## src/rtl/assert_macros.svh

```systemverilog
// Assertion helpers shared by the RTL modules.
// Each use expects clk and rst_n in the enclosing scope.
`ifndef ASSERT_MACROS_SVH
`define ASSERT_MACROS_SVH

// Overlapping implication: the consequent holds in the same cycle.
`define TCCH_ASSERT_IMP(label, ante, cons, msg) \
    label: assert property (@(posedge clk) disable iff (!rst_n) (ante) |-> (cons)) \
        else $error(msg);

// Non-overlapping implication: the consequent holds in the next cycle.
`define TCCH_ASSERT_NXT(label, ante, cons, msg) \
    label: assert property (@(posedge clk) disable iff (!rst_n) (ante) |=> (cons)) \
        else $error(msg);

`endif

```

## src/rtl/tcch_pkg.sv

```systemverilog
`timescale 1ns / 1ps

package tcch_pkg;

    // Magnetometer axes are swapped and negated into the body frame.
    localparam bit ROTATE_AXES = 1'b1;

    localparam int ATAN_ENTRIES = 24;
    localparam int SQRT_STAGES  = 24;
    localparam int RAD_W        = 48;
    localparam int N8_W         = 24;
    localparam int XSUM_W       = 50;
    localparam int YD_W         = 34;
    localparam int TERM_W       = 58;
    localparam int CW           = 34;
    localparam int SCALE_MSB    = 28;

    localparam logic [2:0] REG_BIAS_X     = 3'd0;
    localparam logic [2:0] REG_BIAS_Y     = 3'd1;
    localparam logic [2:0] REG_BIAS_Z     = 3'd2;
    localparam logic [2:0] REG_SOFT_XX    = 3'd3;
    localparam logic [2:0] REG_SOFT_YY    = 3'd4;
    localparam logic [2:0] REG_SOFT_ZZ    = 3'd5;
    localparam logic [2:0] REG_SOFT_XY_XZ = 3'd6;
    localparam logic [2:0] REG_SOFT_YZ    = 3'd7;

    typedef struct packed {
        logic               valid;
        logic               degen;
        logic signed [15:0] cx;
        logic signed [15:0] cy;
        logic signed [15:0] cz;
    } tcch_tag_t;

    typedef struct packed {
        tcch_tag_t                 tag;
        logic signed [XSUM_W-1:0]  x_term;
        logic signed [YD_W-1:0]    y_part;
    } tcch_dly_t;

    // Arctangent of 2^-i as a fraction of a full turn, 2^32 being one turn.
    function automatic logic [31:0] atan_turn(input int unsigned idx);
        logic [31:0] a;
        case (idx)
            0:       a = 32'h20000000;
            1:       a = 32'h12E4051E;
            2:       a = 32'h09FB385B;
            3:       a = 32'h051111D4;
            4:       a = 32'h028B0D43;
            5:       a = 32'h0145D7E1;
            6:       a = 32'h00A2F61E;
            7:       a = 32'h00517C55;
            8:       a = 32'h0028BE53;
            9:       a = 32'h00145F2F;
            10:      a = 32'h000A2F98;
            11:      a = 32'h000517CC;
            12:      a = 32'h00028BE6;
            13:      a = 32'h000145F3;
            14:      a = 32'h0000A2FA;
            15:      a = 32'h0000517D;
            16:      a = 32'h000028BE;
            17:      a = 32'h0000145F;
            18:      a = 32'h00000A30;
            19:      a = 32'h00000518;
            20:      a = 32'h0000028C;
            21:      a = 32'h00000146;
            22:      a = 32'h000000A3;
            23:      a = 32'h00000051;
            default: a = 32'h00000000;
        endcase
        return a;
    endfunction

endpackage

```

## src/rtl/tcch_isqrt.sv

```systemverilog
`timescale 1ns / 1ps

// Pipelined integer square root of n2 * 65536, one result bit per stage.
module tcch_isqrt
    import tcch_pkg::*;
(
    input  logic             clk,
    input  logic [31:0]      n2,
    output logic [N8_W-1:0]  root
);

    logic [RAD_W-1:0] rem_reg [0:SQRT_STAGES-2];
    logic [RAD_W-1:0] res_reg [0:SQRT_STAGES-1];

    for (genvar k = 0; k < SQRT_STAGES; k++) begin : g_stage
        localparam logic [RAD_W:0] BIT_VAL = (RAD_W+1)'(1) << (RAD_W - 2 - 2 * k);
        logic [RAD_W-1:0] rem_in;
        logic [RAD_W-1:0] res_in;
        logic [RAD_W:0]   trial;
        logic             take;
        logic [RAD_W-1:0] res_next;

        if (k == 0) begin : g_first
            assign rem_in = {n2, 16'h0000};
            assign res_in = '0;
        end
        else begin : g_rest
            assign rem_in = rem_reg[k-1];
            assign res_in = res_reg[k-1];
        end

        assign trial    = {1'b0, res_in} + BIT_VAL;
        assign take     = ({1'b0, rem_in} >= trial);
        assign res_next = take ? ((res_in >> 1) + BIT_VAL[RAD_W-1:0]) : (res_in >> 1);

        always_ff @(posedge clk)
        begin
            res_reg[k] <= res_next;
        end

        if (k < SQRT_STAGES - 1) begin : g_rem
            logic [RAD_W-1:0] rem_next;
            assign rem_next = take ? (rem_in - trial[RAD_W-1:0]) : rem_in;
            always_ff @(posedge clk)
            begin
                rem_reg[k] <= rem_next;
            end
        end
    end

    assign root = res_reg[SQRT_STAGES-1][N8_W-1:0];

endmodule

```

## config.mk

```make
export PLATFORM = sky130hd
export DESIGN_NAME = tcch_isqrt
export DESIGN_NICKNAME = d
export VERILOG_FILES = /design/src/rtl/assert_macros.svh /design/src/rtl/tcch_pkg.sv /design/src/rtl/tcch_isqrt.sv
export SDC_FILE = /design/constraint.sdc
export NUM_CORES = 2
export LEC_CHECK = 0
export ABC_AREA = 1
export BUFFER_PORTS_ARGS = -buffer_cell sky130_fd_sc_hd__buf_2
export CAP_MARGIN = 25
export CORE_ASPECT_RATIO = 1.2
export CORE_MARGIN = 1.5
export CORE_UTILIZATION = 64
export DETAILED_ROUTE_END_ITERATION = 7
export GPL_TIMING_DRIVEN = 0
export PLACE_DENSITY = 0.81
export SLEW_MARGIN = 30
export SYNTH_ARGS = -nofsm -noshare
export SYNTH_HDL_FRONTEND = slang
export SYNTH_SLANG_ARGS = --single-unit
```

## constraint.sdc

```tcl
create_clock -name clk -period 6.3 [get_ports clk]
set_clock_uncertainty 0.05 [all_clocks]
set_input_delay 0.315 -clock clk [delete_from_list [all_inputs] [get_ports clk]]
set_output_delay 0.315 -clock clk [all_outputs]
set_load 0.01 [all_outputs]
```

==> impl_metrics.csv <==
group,metric,value,unit
sta,slew_headroom,0.4942,
drt,routedLengthMet1,63770,um
global_routing,grt_max_degree,17,
worst_setup_path,arrival,3440,ps
floorplan,start_util,0.6459,
finish,drive_gt1_frac,0.05880,
synth,syn_area,0.05381,mm2
floorplan,fp.dieH,320.6,um
drt,drtIter0Drc,4226,
worst_setup_path,max_stage_delay,410,ps
floorplan,die_x,267.7,um
worst_setup_path,rr_startpoint,"rem_reg[2][244]",
global_routing,grt_pass1_wl,244300,um
worst_setup_path,r2r_end,"rem_reg[2][322]",
clocking,cts_root_buf,"clkbuf_16",
sta,period_minus_slack,2905,ps
synth,syn_inst,7582,
drt,wl_met2,74160,um
worst_setup_path,cp_slowest_cell,"fa_1",
sta,setup_viol,0,
drt,vias,49320,
synth,yosysUniqueCellTypes,56,
floorplan,rows,116,
clocking,clock_latency,680,ps
clocking,h-tree-depth,3,
worst_setup_path,crit_path_cell_trace,"ha_1 > inv_1 > fa_1 > inv_1 > nand3_1 > nand3_1 > nand2_1 > nand2_1 > nand3_1 > nand2_1 > nand2_1 > nand2_1 > nand2_1 > a21oi_1",
run_status,outcome,"completed",
placed_design,dp_worst_setup_slack,3485,ps
floorplan,boundaryPins,57,
power_and_ir_drop,peakVddDrop,404.8,uV
worst_hold_path,holdCritStartpoint,"n2[0]",
sta,worst_hold_slack,249.8,ps
placed_design,place_hpwl,122600,um
global_routing,grt-ovfl-total,0,
synth,synth_flop_cell,"dfxtp_1",
worst_setup_path,crit_top_cell,"nand2_1",
sta,tightest_slew,752.5,ps
synth,yosysWarnings,0,
clocking,cts_hold_buf,32,
drt,ant_nets,0,
clocking,cts_buffer_depth,3,
finish,nets,8120,
drt,drc,0,
worst_setup_path,worstRegToRegCells,14,
drt,vias_per_cell,5.492,
drt,dr_wl_met3,10860,um
finish,area_growth_syn_to_layout,10.48,%
power_and_ir_drop,p_leak,0.03041,uW
placed_design,io_buffer_count,56,
clocking,cts_buffers,101,
sta,fin_ws,3395,ps
flow_run,cap_viol_max_count,0,
worst_hold_path,min_path_type,"input port to flop",
sta,finalCritPeriodShare,0.4611,
sta,maxSlewViolCount,0,
clocking,cts_setup_buffers,0,
worst_hold_path,hold_end,"rem_reg[0][16]",
worst_hold_path,hold_depth,2,
drt,wl,157000,um
clocking,cts_tree,"done",
synth,synth_seq_cells,1085,
synth,synth_edf_count,0,
worst_setup_path,worstSetupPathType,"flop to flop",
drt,top_layer_used,"met5",
worst_setup_path,critical_path_required,6840,ps
global_routing,grt_pass1_vias,47230,
drt,wl_per_cell,17.48,um
finish,num-fill-cells,6916,
power_and_ir_drop,powerDensity,481.4,mW/mm2
clocking,path_clk_slew,60,ps
clocking,cts_resized,0,
floorplan,core_region_area,0.08331,mm2
worst_setup_path,worst-path-max-fanout,4,
synth,syn_nets,7929,
worst_setup_path,startpoint_type,"flop",
drt,dr.pass1.iters,7,
sta,fin_setup_tns,0,ps
global_routing,antenna_found_initial,3,
sta,finalHoldViolations,0,
worst_setup_path,crit_path_end_kind,"flop",
synth,avgSynthCellArea,7.097,um2
synth,yosysSeqAreaShare,0.4037,
synth,postSynth.asyncResetShare,0,
worst_setup_path,r2r_slack,3400,ps
sta,rsz0062_at_grt,"no",
clocking,clock-sinks,1085,
sta,fmax,344.2,MHz
floorplan,die_area,0.08583,mm2
placed_design,gp_congestion,1.032,
finish,largest_reg_flops,785,
global_routing,grt.total_usage,0.3607,
## cell type report
| cell class | instances | area [um2] | share of cell area |
|---|---|---|---|
| antenna | 1 | 2.502 | 0.00004210 |
| buffer | 66 | 550.5 | 0.009261 |
| clock buffer | 129 | 2825 | 0.04753 |
| clock inverter | 58 | 799.5 | 0.01345 |
| inverter | 1181 | 4441 | 0.07470 |
| multi-input combinational | 5250 | 27100 | 0.4559 |
| sequential | 1085 | 21720 | 0.3654 |
| tap | 1121 | 1403 | 0.02359 |
| timing repair buffer | 88 | 600.6 | 0.01010 |
## cells by family (layout without fill, tap and decap cells)
| group | after synthesis | after routing | share of synthesized area |
|---|---|---|---|
| AO/OA/AOI/OAI | 856 | 856 | 0.08748 |
| XOR/XNOR | 267 | 267 | 0.04346 |
| adder cells (fa/ha/maj) | 314 | 314 | 0.07399 |
| buffers and inverters | 1247 | 1522 | 0.09275 |
| flip-flops | 1085 | 1085 | 0.4037 |
| other | 0 | 1 | 0 |
| AND/OR/NAND/NOR | 3813 | 3813 | 0.2987 |
## cell usage in the layout, fill, tap and decap left out, types with 18 or more instances in the layout
cell type and count:
buf_6 23, a21o_1 18, nor2_1 761, o21bai_1 22, dfxtp_1 1085, buf_2 76
xnor2_1 150, nor3_1 111, inv_1 1162, dlygate4sd3_1 32, o21ai_0 255, nand3b_1 53
nand2_1 2178, o21ai_2 24, clkbuf_16 103, a21oi_1 404, xor2_1 117, buf_4 19
nand4_1 137, nand3_1 402, nand2_2 21, a21oi_2 30, nor4_1 49, o21ai_1 56
ha_1 307, or2_2 29
## worst max-delay path: cells and delay by family (launching register included)
kind / cells / cell delay (ps)
flops: 1 / 380
compound gates: 1 / 190
simple gates: 9 / 1230
fa+ha+maj: 2 / 720
buf+inv: 2 / 250
## routing by layer
metal | GRT usage | up-vias
met5 | 0 | -
met4 | 0.1838 | 4
met3 | 0.04676 | 486
met2 | 0.6177 | 1966
met1 | 0.4423 | 22480
li1 | - | 24380
## synthesized netlist by cell type, types with 3 or more instances
cell / n / share of area
xnor2_1: 150 / 0.024
dfxtp_1: 1085 / 0.40
nor2b_1: 7 / 0.00081
a21oi_2: 30 / 0.0049
nand2_2: 21 / 0.0024
nor2_4: 4 / 0.00084
o21ai_2: 24 / 0.0039
nand2_1: 2178 / 0.15
o21a_1: 11 / 0.0015
and2_1: 6 / 0.00070
fa_1: 7 / 0.0026
buf_4: 19 / 0.0027
buf_2: 20 / 0.0019
o21ai_1: 56 / 0.0052
xor2_1: 117 / 0.019
nand3_2: 7 / 0.0013
a31oi_1: 3 / 0.00035
nor4_1: 50 / 0.0058
nor3_1: 111 / 0.010
nor3_2: 5 / 0.00093
or2_2: 29 / 0.0034
a21oi_1: 404 / 0.038
a21boi_0: 12 / 0.0017
nor2_2: 16 / 0.0019
inv_1: 1162 / 0.081
a21o_1: 18 / 0.0025
o21bai_1: 22 / 0.0031
ha_1: 307 / 0.071
and3_1: 6 / 0.00070
nand3b_1: 53 / 0.0074
nand4_1: 137 / 0.016
inv_2: 16 / 0.0011
o211ai_1: 8 / 0.0011
buf_6: 23 / 0.0048
nand3_1: 402 / 0.037
o21ai_0: 255 / 0.024
nor3b_1: 7 / 0.00098
nor2_1: 761 / 0.053
inv_4: 3 / 0.00035
a211oi_1: 7 / 0.00098
## how the worst max path moves through the flow
stage | startpoint | end | slack (ps) | depth (start not counted)
finish | rem_reg[2][244] | rem_reg[2][322] | 3400 | 14
detailed placement | rem_reg[2][244] | rem_reg[2][324] | 3490 | 13
floorplan | rem_reg[2][244] | rem_reg[2][324] | 4170 | 13
CTS | rem_reg[2][244] | rem_reg[2][324] | 3420 | 13
global route | rem_reg[2][244] | rem_reg[2][324] | 3220 | 13
global placement | rem_reg[2][244] | rem_reg[2][324] | 3520 | 13
## report_power, final
part	leakage (uW)	switching [uW]	internal, uW	total, uW
registers	0.00906	1760	8890	10600
logic	0.0196	7460	3920	11400
clock network	0.00176	2760	3830	6590
total	0.0304	12000	16600	28600
## stage by stage
step                utilization  cell area [um2]  std cells  power (uW)
detailed placement       0.6662            55500       8759       21720
global route             0.7136            59450       8979       30470
global placement         0.6661            55490       8759       21560
floorplan                     -            53810       7582       18390
finish                   0.7136            59450       8979       28620
CTS                      0.7135            59440       8978       28380
Power figures use the tool's default switching activity.
